<file path="src/rtl/core/alab_pkg.sv">
// Package: constants, control word types, microcode ROM and log table.
`timescale 1ns / 1ps
`default_nettype none
package alab_pkg;

  localparam int LUX_FRACTION_BITS = 8;
  localparam int LOG_TABLE_BITS    = 6;
  localparam int LOG_TABLE_SIZE    = 1 << LOG_TABLE_BITS;
  localparam int LUX_W             = 16 + LUX_FRACTION_BITS;
  localparam int LEAD_W            = $clog2(LUX_W);
  localparam int LG_W              = LEAD_W + 16;
  localparam int MUL_W             = 32;
  localparam int PROD_W            = 2 * MUL_W;
  localparam int LIN_SHIFT         = LUX_FRACTION_BITS + 2;
  localparam int LIN_W             = 11;
  localparam int RES_W             = 7;
  localparam int CFG_W             = 16;
  localparam int CFG_IDX_W         = 2;
  localparam int STEP_W            = 4;

  localparam logic [LUX_W-1:0] LUX_HUNDRED   = LUX_W'(100 << LUX_FRACTION_BITS);
  localparam logic [MUL_W-1:0] LIN_SLOPE     = MUL_W'(49);
  localparam logic [MUL_W-1:0] LOG_SLOPE     = MUL_W'(99);
  localparam logic [MUL_W-1:0] LOG10_2_Q32   = MUL_W'(1292913986);
  localparam logic [MUL_W-1:0] RECIP_25_Q16  = MUL_W'(2622);
  localparam int               LOG_OUT_SHIFT = 50;
  localparam int               LIN_OUT_SHIFT = 16;

  localparam logic [CFG_W-1:0] SCALE_RESET   = CFG_W'(3775);
  localparam logic [CFG_W-1:0] FALL_RESET    = CFG_W'(32768);
  localparam logic [CFG_W-1:0] RISE_RESET    = CFG_W'(3277);

  localparam logic [RES_W-1:0] BRIGHT_MIN    = RES_W'(1);
  localparam logic [RES_W-1:0] BRIGHT_MAX    = RES_W'(100);

  typedef enum logic [CFG_IDX_W-1:0] {
    REG_SCALE = 2'd0,
    REG_FALL  = 2'd1,
    REG_RISE  = 2'd2
  } cfg_reg_t;

  typedef enum logic [2:0] {
    MS_NONE,
    MS_LUX,
    MS_FILT,
    MS_S49,
    MS_LG99,
    MS_LOG10,
    MS_RECIP
  } mul_sel_t;

  typedef enum logic [2:0] {
    ACT_NONE,
    ACT_LUX,
    ACT_UPDATE,
    ACT_LOG,
    ACT_EMIT_LOG,
    ACT_EMIT_LIN
  } act_t;

  typedef enum logic [1:0] {
    JC_NONE,
    JC_UNPRIMED,
    JC_LINEAR
  } jump_cond_t;

  typedef struct packed {
    mul_sel_t            mul_sel;
    act_t                act;
    jump_cond_t          cond;
    logic [STEP_W-1:0]   target;
    logic                last;
  } ctrl_word_t;

  typedef struct packed {
    logic unprimed;
    logic linear;
  } seq_cond_t;

  localparam logic [STEP_W-1:0] ST_MUL_LUX  = 4'd0;
  localparam logic [STEP_W-1:0] ST_LUX      = 4'd1;
  localparam logic [STEP_W-1:0] ST_MUL_FILT = 4'd2;
  localparam logic [STEP_W-1:0] ST_UPDATE   = 4'd3;
  localparam logic [STEP_W-1:0] ST_LOG      = 4'd4;
  localparam logic [STEP_W-1:0] ST_MUL99    = 4'd5;
  localparam logic [STEP_W-1:0] ST_MULC     = 4'd6;
  localparam logic [STEP_W-1:0] ST_EMIT_LOG = 4'd7;
  localparam logic [STEP_W-1:0] ST_LIN      = 4'd8;
  localparam logic [STEP_W-1:0] ST_EMIT_LIN = 4'd9;

  localparam ctrl_word_t IDLE_WORD = '{MS_NONE, ACT_NONE, JC_NONE, ST_MUL_LUX, 1'b0};

  function automatic ctrl_word_t rom_word(input logic [STEP_W-1:0] step);
    ctrl_word_t w;
    w = IDLE_WORD;
    unique case (step)
      ST_MUL_LUX:  w = '{MS_LUX,   ACT_NONE,     JC_NONE,     ST_MUL_LUX, 1'b0};
      ST_LUX:      w = '{MS_NONE,  ACT_LUX,      JC_UNPRIMED, ST_LOG,     1'b0};
      ST_MUL_FILT: w = '{MS_FILT,  ACT_NONE,     JC_NONE,     ST_MUL_LUX, 1'b0};
      ST_UPDATE:   w = '{MS_NONE,  ACT_UPDATE,   JC_NONE,     ST_MUL_LUX, 1'b0};
      ST_LOG:      w = '{MS_S49,   ACT_LOG,      JC_LINEAR,   ST_LIN,     1'b0};
      ST_MUL99:    w = '{MS_LG99,  ACT_NONE,     JC_NONE,     ST_MUL_LUX, 1'b0};
      ST_MULC:     w = '{MS_LOG10, ACT_NONE,     JC_NONE,     ST_MUL_LUX, 1'b0};
      ST_EMIT_LOG: w = '{MS_NONE,  ACT_EMIT_LOG, JC_NONE,     ST_MUL_LUX, 1'b1};
      ST_LIN:      w = '{MS_RECIP, ACT_NONE,     JC_NONE,     ST_MUL_LUX, 1'b0};
      ST_EMIT_LIN: w = '{MS_NONE,  ACT_EMIT_LIN, JC_NONE,     ST_MUL_LUX, 1'b1};
      default:     w = '{MS_NONE,  ACT_NONE,     JC_NONE,     ST_MUL_LUX, 1'b1};
    endcase
    return w;
  endfunction

  typedef logic [15:0] log_table_t [LOG_TABLE_SIZE];

  // log2(1 + i/size) in Q0.16 by repeated squaring of a Q1.30 mantissa
  function automatic log_table_t build_log_table();
    log_table_t tbl;
    logic [63:0] m;
    logic [15:0] r;
    for (int i = 0; i < LOG_TABLE_SIZE; i++) begin
      m = 64'(LOG_TABLE_SIZE + i) << (30 - LOG_TABLE_BITS);
      r = '0;
      for (int k = 0; k < 16; k++) begin
        m = (m * m) >> 30;
        r = {r[14:0], 1'b0};
        if (m >= (64'd1 << 31)) begin
          m = m >> 1;
          r[0] = 1'b1;
        end
      end
      tbl[i] = r;
    end
    return tbl;
  endfunction

  localparam log_table_t LOG_TABLE = build_log_table();

endpackage
`default_nettype wire

</file>
<file path="src/rtl/core/alab_if.sv">
// Interfaces: sample and result channels.
`timescale 1ns / 1ps
`default_nettype none
interface alab_sample_if;
  logic        valid;
  logic        ready;
  logic [15:0] raw_count;
  logic        fresh_sample;

  modport source (output valid, output raw_count, output fresh_sample, input ready);
  modport sink   (input valid, input raw_count, input fresh_sample, output ready);
endinterface

interface alab_result_if;
  logic       valid;
  logic       ready;
  logic [6:0] brightness_percent;

  modport source (output valid, output brightness_percent, input ready);
  modport sink   (input valid, input brightness_percent, output ready);
endinterface
`default_nettype wire

</file>
<file path="src/rtl/core/alab_seq.sv">
// Microcode sequencer: step counter, control ROM and conditional jumps.
`timescale 1ns / 1ps
`default_nettype none
module alab_seq (
  input  wire                       clk,
  input  wire                       rst,
  input  wire                       start,
  input  wire                       fresh,
  input  wire                       stall,
  input  wire alab_pkg::seq_cond_t  cond,
  output alab_pkg::ctrl_word_t      ctrl,
  output logic                      busy
);
  import alab_pkg::*;

  logic              running;
  logic              running_next;
  logic [STEP_W-1:0] step;
  logic [STEP_W-1:0] step_next;
  ctrl_word_t        word;
  logic              take_jump;

  assign word = rom_word(step);
  assign ctrl = running ? word : IDLE_WORD;
  assign busy = running;

  always_comb begin
    take_jump = 1'b0;
    unique case (word.cond)
      JC_UNPRIMED: take_jump = cond.unprimed;
      JC_LINEAR:   take_jump = cond.linear;
      default:     take_jump = 1'b0;
    endcase
  end

  always_comb begin
    running_next = running;
    step_next    = step;
    if (!running) begin
      if (start) begin
        running_next = 1'b1;
        step_next    = fresh ? ST_MUL_LUX : ST_LOG;
      end
    end else if (!stall) begin
      if (word.last) begin
        running_next = 1'b0;
      end else if (take_jump) begin
        step_next = word.target;
      end else begin
        step_next = step + STEP_W'(1);
      end
    end
  end

  always_ff @(posedge clk) begin
    if (rst) begin
      running <= 1'b0;
      step    <= ST_MUL_LUX;
    end else begin
      running <= running_next;
      step    <= step_next;
    end
  end

endmodule
`default_nettype wire

</file>
<file path="src/rtl/core/ambient_light_auto_brightness.sv">
// Top level: auto-brightness datapath around a shared multiplier.
`timescale 1ns / 1ps
`default_nettype none
// Converts a raw light-sensor count to lux, smooths it with an asymmetric
// exponential filter (fast fall, slow rise, gains in registers 1 and 2) and
// returns a brightness of 1..100 percent per item: linear below 100 lux,
// logarithmic from 100 lux up. One item is in flight at a time; a fresh
// reading is scaled to lux and filtered first (the very first reading loads
// the filter directly), a recompute-only item starts at the log/linear step.
// All multiplying microcode steps share one registered 32x32 multiplier. The next
// item is taken while a finished result still waits in the output register.
module ambient_light_auto_brightness (
  input  wire                                clk,
  input  wire                                rst,
  input  wire                                cfg_we,
  input  wire [alab_pkg::CFG_IDX_W-1:0]      cfg_index,
  input  wire [alab_pkg::CFG_W-1:0]          cfg_data,
  alab_sample_if.sink                        sample_ch,
  alab_result_if.source                      result_ch
);
  import alab_pkg::*;

  logic [CFG_W-1:0]  scale;
  logic [CFG_W-1:0]  fall_gain;
  logic [CFG_W-1:0]  rise_gain;

  logic [15:0]       count;
  logic [LUX_W-1:0]  smoothed;
  logic              primed;
  logic [LUX_W-1:0]  diff;
  logic              falling;
  logic [LG_W-1:0]   lg;
  logic [PROD_W-1:0] prod;
  logic              out_valid;
  logic [RES_W-1:0]  out_data;

  ctrl_word_t        ctrl;
  seq_cond_t         cond;
  logic              busy;
  logic              start;
  logic              emit;
  logic              stall;

  logic [MUL_W-1:0]  mul_a;
  logic [MUL_W-1:0]  mul_b;
  logic [LUX_W-1:0]  lux;
  logic [LUX_W-1:0]  delta;
  logic [LEAD_W-1:0] lead;
  logic [LEAD_W-1:0] norm_shift;
  logic [LUX_W-1:0]  norm;
  logic [LOG_TABLE_BITS-1:0] idx;
  logic [9:0]        bright_log;
  logic [RES_W-1:0]  bright_lin;
  logic [RES_W-1:0]  bright;

  assign start           = sample_ch.valid && sample_ch.ready;
  assign sample_ch.ready = !busy;
  assign emit            = (ctrl.act == ACT_EMIT_LOG) || (ctrl.act == ACT_EMIT_LIN);
  assign stall           = emit && out_valid && !result_ch.ready;
  assign cond.unprimed   = !primed;
  assign cond.linear     = smoothed < LUX_HUNDRED;

  alab_seq u_seq (
    .clk   (clk),
    .rst   (rst),
    .start (start),
    .fresh (sample_ch.fresh_sample),
    .stall (stall),
    .cond  (cond),
    .ctrl  (ctrl),
    .busy  (busy)
  );

  always_ff @(posedge clk) begin
    if (rst) begin
      scale     <= SCALE_RESET;
      fall_gain <= FALL_RESET;
      rise_gain <= RISE_RESET;
    end else if (cfg_we) begin
      unique case (cfg_index)
        REG_SCALE: scale     <= cfg_data;
        REG_FALL:  fall_gain <= cfg_data;
        REG_RISE:  rise_gain <= cfg_data;
        default:   ;
      endcase
    end
  end

  always_comb begin
    mul_a = '0;
    mul_b = '0;
    unique case (ctrl.mul_sel)
      MS_LUX: begin
        mul_a = MUL_W'(count);
        mul_b = MUL_W'(scale);
      end
      MS_FILT: begin
        mul_a = MUL_W'(diff);
        mul_b = MUL_W'(falling ? fall_gain : rise_gain);
      end
      MS_S49: begin
        mul_a = MUL_W'(smoothed);
        mul_b = LIN_SLOPE;
      end
      MS_LG99: begin
        mul_a = MUL_W'(lg);
        mul_b = LOG_SLOPE;
      end
      MS_LOG10: begin
        mul_a = prod[MUL_W-1:0];
        mul_b = LOG10_2_Q32;
      end
      MS_RECIP: begin
        mul_a = MUL_W'(prod[LIN_SHIFT +: LIN_W]);
        mul_b = RECIP_25_Q16;
      end
      default: ;
    endcase
  end

  always_ff @(posedge clk) begin
    if (ctrl.mul_sel != MS_NONE) begin
      prod <= mul_a * mul_b;
    end
  end

  assign lux   = prod[(16 - LUX_FRACTION_BITS) +: LUX_W];
  assign delta = prod[16 +: LUX_W];

  always_comb begin
    lead = '0;
    for (int i = 0; i < LUX_W; i++) begin
      if (smoothed[i]) begin
        lead = LEAD_W'(i);
      end
    end
  end

  assign norm_shift = LEAD_W'(LUX_W - 1) - lead;
  assign norm       = smoothed << norm_shift;
  assign idx        = norm[LUX_W-2 -: LOG_TABLE_BITS];

  always_ff @(posedge clk) begin
    if (start) begin
      count <= sample_ch.raw_count;
    end
    unique case (ctrl.act)
      ACT_LUX: begin
        falling <= lux < smoothed;
        diff    <= (lux < smoothed) ? smoothed - lux : lux - smoothed;
      end
      ACT_LOG: begin
        lg <= {lead - LEAD_W'(LUX_FRACTION_BITS), LOG_TABLE[idx]};
      end
      default: ;
    endcase
  end

  always_ff @(posedge clk) begin
    if (rst) begin
      smoothed <= '0;
      primed   <= 1'b0;
    end else begin
      unique case (ctrl.act)
        ACT_LUX: begin
          if (!primed) begin
            smoothed <= lux;
            primed   <= 1'b1;
          end
        end
        ACT_UPDATE: begin
          smoothed <= falling ? smoothed - delta : smoothed + delta;
        end
        default: ;
      endcase
    end
  end

  assign bright_log = 10'(prod[LOG_OUT_SHIFT +: 9]) + 10'd1;
  assign bright_lin = RES_W'(prod[LIN_OUT_SHIFT +: 6]) + BRIGHT_MIN;

  always_comb begin
    if (ctrl.act == ACT_EMIT_LIN) begin
      bright = bright_lin;
    end else if (bright_log > 10'(BRIGHT_MAX)) begin
      bright = BRIGHT_MAX;
    end else begin
      bright = bright_log[RES_W-1:0];
    end
  end

  always_ff @(posedge clk) begin
    if (rst) begin
      out_valid <= 1'b0;
    end else if (emit && !stall) begin
      out_valid <= 1'b1;
    end else if (result_ch.ready) begin
      out_valid <= 1'b0;
    end
  end

  always_ff @(posedge clk) begin
    if (emit && !stall) begin
      out_data <= bright;
    end
  end

  assign result_ch.valid              = out_valid;
  assign result_ch.brightness_percent = out_data;

endmodule
`default_nettype wire

</file>
<file path="src/flat_wrapper.sv">
// flat-port wrapper written by rule: the top's interface ports become plain ports
module ambient_light_auto_brightness_flat import alab_pkg::*;
  (clk, rst, cfg_we, cfg_index, cfg_data, sample_ch_valid, sample_ch_raw_count, sample_ch_fresh_sample, sample_ch_ready, result_ch_valid, result_ch_brightness_percent, result_ch_ready);
  alab_sample_if sample_ch_i ();
  alab_result_if result_ch_i ();
  input  wire clk;
  input  wire rst;
  input  wire cfg_we;
  input  wire [alab_pkg::CFG_IDX_W-1:0] cfg_index;
  input  wire [alab_pkg::CFG_W-1:0] cfg_data;
  input wire logic [$bits(sample_ch_i.valid)-1:0] sample_ch_valid;
  input wire logic [$bits(sample_ch_i.raw_count)-1:0] sample_ch_raw_count;
  input wire logic [$bits(sample_ch_i.fresh_sample)-1:0] sample_ch_fresh_sample;
  output wire logic [$bits(sample_ch_i.ready)-1:0] sample_ch_ready;
  output wire logic [$bits(result_ch_i.valid)-1:0] result_ch_valid;
  output wire logic [$bits(result_ch_i.brightness_percent)-1:0] result_ch_brightness_percent;
  input wire logic [$bits(result_ch_i.ready)-1:0] result_ch_ready;
  assign sample_ch_i.valid = sample_ch_valid;
  assign sample_ch_i.raw_count = sample_ch_raw_count;
  assign sample_ch_i.fresh_sample = sample_ch_fresh_sample;
  assign sample_ch_ready = sample_ch_i.ready;
  assign result_ch_valid = result_ch_i.valid;
  assign result_ch_brightness_percent = result_ch_i.brightness_percent;
  assign result_ch_i.ready = result_ch_ready;
  ambient_light_auto_brightness u_core (.clk(clk), .rst(rst), .cfg_we(cfg_we), .cfg_index(cfg_index), .cfg_data(cfg_data), .sample_ch(sample_ch_i), .result_ch(result_ch_i));
endmodule
</file>
<file path="config.mk">
export PLATFORM = sky130hd
export DESIGN_NAME = ambient_light_auto_brightness_flat
export DESIGN_NICKNAME = d
export VERILOG_FILES = /design/src/rtl/core/alab_pkg.sv /design/src/rtl/core/alab_if.sv /design/src/rtl/core/alab_seq.sv /design/src/rtl/core/ambient_light_auto_brightness.sv /design/src/flat_wrapper.sv
export SDC_FILE = /design/constraint.sdc
export NUM_CORES = 2
export LEC_CHECK = 0
export ABC_AREA = 1
export BUFFER_PORTS_ARGS = -buffer_cell sky130_fd_sc_hd__buf_4
export CORE_AREA = 2 2 278 253
export CTS_CLUSTER_DIAMETER = 200
export DETAILED_ROUTE_END_ITERATION = 6
export DIE_AREA = 0 0 280 255
export GPL_ROUTABILITY_DRIVEN = 0
export MAX_ROUTING_LAYER = met4
export PLACE_DENSITY = 0.71
export SLEW_MARGIN = 20
export SYNTH_ARGS = -nofsm -noshare
export SYNTH_HDL_FRONTEND = slang
export SYNTH_SLANG_ARGS = --single-unit
</file>
<file path="constraint.sdc">
create_clock -name clk -period 11.7 [get_ports clk]
set_input_delay 1.755 -clock clk [delete_from_list [all_inputs] [get_ports clk]]
set_output_delay 1.755 -clock clk [all_outputs]
set_load 0.05 [all_outputs]
</file>
Word level (Yosys, flattened, before mapping) --
Memories as Yosys holds them, arrays and structs flattened. A register that Yosys moved wholly into a read port is not among the register bits. Index checks and enable logic that the tools add are counted.
Operators by class: add/subtract/negate cells 9, $lt $le $gt $ge 4, multiplexer cells 50, shift-type cells 1, equality and inequality tests 18, multipliers 1, reductions and logical operators 19, bitwise logic cells 1
Operators by type and width (number):
- $pmux W32 S6 | 2
- $mux W24 | 3
- $sub A24 B24 Y24 | 3
- $mux W4 | 15
- $mul A32 B32 Y59 | 1
- $mux W16 | 3
- $pmux W24 S2 | 1
- $mux W5 | 8
- $add A24 B24 Y24 | 1
- $lt A24 B15 Y1 const B | 1
- $lt A24 B24 Y1 | 1
- $shl A24 B5 Y23 | 1
- $eq A3 B3 Y1 const B | 5
- $mux W3 | 5
- $mux W7 | 2
- $mux W13 | 1
- $eq A3 B2 Y1 const B | 4
- $add A9 B1 Y10 const B | 1
- $gt A10 B7 Y1 const B | 1
- $reduce_and A2 Y1 | 4
- $add A6 B1 Y7 const B | 1
- $ge A7 B7 Y1 const B | 1
- $mux W1 | 7
- $not A6 Y7 | 1
- 16 further kinds | 30
Word-level totals: word-level logic and storage cells 119, bits in read-only memories 1200, memories kept 2, flip-flop bits (word level) 207, output and inout port bits 9, input port bits 40
Memories:
- (no name shown) | depth 64, bits a word 16, read ports 1, clocked after memory_dff 1, wr ports 0, line ambient_light_auto_brightness.sv:153 | lg <= {lead - LEAD_W'(LUX_FRACTION_BITS), LOG_TABLE[idx]};
- (no name shown) | depth 16, bits a word 11, read ports 1, clocked after memory_dff 1, wr ports 0, line alab_pkg.sv:96 | unique case (step)

Longest topological paths before layout --
depth in word-level cells 29, gate-level depth with buffers 41

Modules after synthesis --
Synthesis repeated with hierarchy kept, for this count alone.
Unflattened totals: cell total of the unflattened synthesis 4528, area, all modules 36781.5 um^2
By module, submodules not included:
- ambient_light_auto_brightness | cells each 4407, area an instance 35952.0 um^2, sequential area each 5024.8 um^2, instances 1
- alab_seq | cells each 121, area an instance 829.5 um^2, sequential area each 280.3 um^2, instances 1

Least setup slack after synthesis --
OpenSTA, ideal clock, no wires.
kind register -> register, start reg u_core.u_seq.running, in the netlist u_core.u_seq.busy, end reg u_core.prod[51] (data pin), cell stages (with the launch flop) 32, period minus slack after synthesis 8.854 ns, buffers on the path 2, setup slack 2.846 ns, data arrival time 8.589 ns, library setup time 0.265 ns, required time 11.435 ns, path through dfxtp_1 inv_1 clkbuf_1 nor3_1 inv_1 nor2_1 a2111oi_0 clkbuf_1 nor2_1 fa_1 inv_1 fa_1 fa_1 fa_1 inv_1 fa_1 ha_1 fa_1 inv_1 fa_1 inv_1 ha_1 a21oi_1 a21boi_0 o21ai_1 a21boi_1 o21ai_2 a21boi_1 o21ai_0 a21boi_1 o21ai_0 xor2_1
Between the ends: longest elaborated chain between the ends 4, elaborated cells on any way between the ends 10, classes of those cells 1 x mul; 6 x eq/ne; 3 x mux
RTL lines:
- from (decl) | line alab_seq.sv:16 | logic running;
- from (signal assigned) | line alab_seq.sv:60 | running <= running_next;
- $mux W13 (*) | line alab_seq.sv:24 | assign ctrl = running ? word : IDLE_WORD;
- $eq A3 B3 Y1, or another cell as far along | line ambient_light_auto_brightness.sv:92 | unique case (ctrl.mul_sel)
- $pmux W32 S6 | line ambient_light_auto_brightness.sv:92
- $mul A32 B32 Y59 (*) | line ambient_light_auto_brightness.sv:123 | prod <= mul_a * mul_b;
- to (signal assigned) | line ambient_light_auto_brightness.sv:123
- to (decl) | line ambient_light_auto_brightness.sv:33 | logic [PROD_W-1:0] prod;
Every way passes the cells marked *; elsewhere a longest branch is shown, timed or not. A chain may end at the register's enable or synchronous reset.

Worst setup path in the final report --
start reg u_core.u_seq.running, in the netlist u_core.u_seq.busy, end reg u_core.prod[57] (data pin)
The elaborated chain is that of the path after synthesis.

==> metrics.yaml <==
critPathMaxFanout: 29
finalSetupViolations: 0
powerDensity_nw_per_um2: 151.2
post_cts_buffers: 0
fin_crit_ps: 10140
hp-start: "u_core.rise_gain[10]"
hold_ws_ps: 461.7
min_path_type: "reg2reg"
endpoint_kind: "flop"
cts_sinks: 206
design_area_um2: 40010
tritoncts.num_buffers: 24
cts_hold_buf: 0
final_cell_mix: "inv_1, nand2_1, nor2_1, fa_1, ha_1"
synthTopCellsByArea: "fa_1, ha_1, inv_1, edfxtp_1, nand2_1"
synth_top_area_share: 0.2946
drv_cap: 0
syn2layout_area_growth_pct: 7.044
ys_ff_latch: 206
die_y_um: 255
setup_tns_ps: 0
rows: 92
synth_edf_count: 118
postSynthAreaPerCell_um2: 8.065
rsz0062_at_grt: "no"
ir_drop_v: 0.0003173
whs_path_depth: 2
crit_arrival_ps: 10480
rr_worst_depth: 36
crit_family: "adder cells"
violations: "DRC"
antenna_found_initial: 1
final_common_cell: "inv_1"
nFillCells: 6265
setup_slack_ps: 1556
grt_pass1_vias: 31030
worst_pin_slew_ps: 1067
cp_data_required_time_ps: 12030
start_util: 0.5420
drtIter0Drc: 3835
rr_endpoint: "u_core.prod[57]"
nNetsFinal: 5792
grt_pass1_wl_um: 176600
htree_levels: 1
io_pins: 49
fmax_mhz: 98.58
outcome: "complete, but fails checks"
p_leak_nw: 21.56
cts-resized-gates: 0
gr-usage-all-layers: 0.3303
cts_tree: "done"
path_class: "reg2reg"
dp_slack_ps: 1699
clockBufferDepth: 3
first_pass_iters: 7
wl_um: 113000
finish.utilization: 0.5802
clock-root-buffer: "clkbuf_16"
slew_viol_final: 0
dr_total_vias: 31680
netlist_instances: 4634
slew_headroom: 0.2860
placed_cell_area_um2: 39180
start_kind: "flop"
path_buf_inv: 9
cpPeakStageDelay_ps: 610
synth_area_um2: 37370
io_buffer_count: 48
yosys.cell_types.count: 60
ant_nets: 0
drc: 8
seq_area_frac_synth: 0.1419
p_total_mw: 6.051
clock-skew-final_ps: 49.23
insertion_delay_ps: 580
grt_max_degree: 50
post-route-period-util: 0.8670
slowest_stage: "clkinv_1"
die_w_um: 280
ys.flop_type: "edfxtp_1"
coreArea_um2: 68950
regToRegSetupSlack_ps: 1560
wl_per_cell_um: 20.03
die_area_um2: 71400
place_inst: 5592
clkSlewWorstSetupHoldPaths_ps: 60
hold_viol_final: 0
ys.warnings.count: 0
avgViaCountPerCell: 5.619
drive_above_1_share: 0.04470
gr-total-overflow: 0
place.detailed.hpwl_um: 92040
yosysTopAreaCell: "fa_1"
worstReg2RegStart: "u_core.u_seq.busy"
fin_cells: 5638
hold_end: "u_core.rise_gain[10]"
synthArstFlopShare: 0
[cells in the mapped netlist (6+ instances only)]
library cell,count
o21ai_0,183
nor4_1,17
clkbuf_1,93
a22o_1,10
buf_4,7
nand2_1,698
a221oi_1,7
dfxtp_1,88
buf_2,10
o22ai_1,7
o31ai_1,11
nand4_1,16
o211ai_1,16
a21oi_1,195
xor2_1,93
nand2_2,6
or2_2,13
nand3_1,214
buf_1,8
o221ai_1,13
mux2i_1,7
nor2_1,559
edfxtp_1,118
o21bai_1,8
fa_1,550
a31oi_1,20
nor3_1,23
buf_6,8
a21o_1,7
clkinv_1,14
ha_1,477
inv_1,1030
o21a_1,10
xnor2_1,35
o21ai_1,17
[how the worst max path moves through the flow]
stage	startpoint	end	slack, ps	cells after the start
2_1_floorplan	u_core.u_seq.busy	u_core.prod[51]	2850	31
3_3_place_gp	u_core.u_seq.busy	u_core.prod[57]	1960	36
3_5_place_dp	u_core.u_seq.busy	u_core.prod[57]	1700	36
4_1_cts	u_core.u_seq.busy	u_core.prod[57]	1690	36
5_1_grt	u_core.u_seq.busy	u_core.prod[39]	920	40
6_report	u_core.u_seq.busy	u_core.prod[57]	1560	36
[area by class of cell]
class	instances	area, µm²	area share
antenna	2	5.005	0.0001251
clock buffer	33	675.6	0.01689
clock inverter	11	150.1	0.003753
inverter	1047	3930	0.09823
multi-input combinational	3333	27980	0.6993
sequential	206	5305	0.1326
tap	893	1117	0.02793
timing repair buffer	113	848.3	0.02120
[logic make-up after synthesis]
logic type,Yosys count,synth area share
AOI/OAI and AO/OA,529,0.08061
xor gates and xnor gates,128,0.03000
adders and majority gates,1027,0.4543
buffers and inverters,1173,0.1205
DFF,206,0.1419
muxes,8,0.002176
other,2,0.0002009
and+or+nand+nor,1561,0.1703
[worst reg2reg max path, delay by kind of cell, from the launching register on]
family | cells | cell delay (ps)
buf+inv | 9 | 1840
flops | 1 | 390
simple gates | 9 | 1420
fa+ha+maj | 9 | 4090
compound gates | 8 | 2020
xor+xnor | 1 | 130
[sequential cells by signal (all words and copies together) (netlist names), 9 cells and up]
signal / flops
u_core.prod: 49
u_core.diff: 24
u_core.smoothed: 24
u_core.lg: 21
u_core.count: 16
u_core.fall_gain: 16
u_core.rise_gain: 16
u_core.scale: 16
u_core.u_seq.word: 9
[where the power goes]
part	total, mW	internal, mW	leakage (nW)	switching, mW
Clock	0.801	0.456	0.399	0.345
Combinational	4.19	1.33	19.3	2.86
Sequential	1.06	0.967	1.82	0.0923
[layer usage]
metal,global-route usage,part of all wire,up-vias
met4,0.09840,0.034,0
met1,0.4669,0.43,15260
met3,0.07649,0.12,203
met5,-,0,-
li1,-,-,14460
met2,0.4721,0.42,1761
Note: power is estimated with default switching activity, not from simulation.
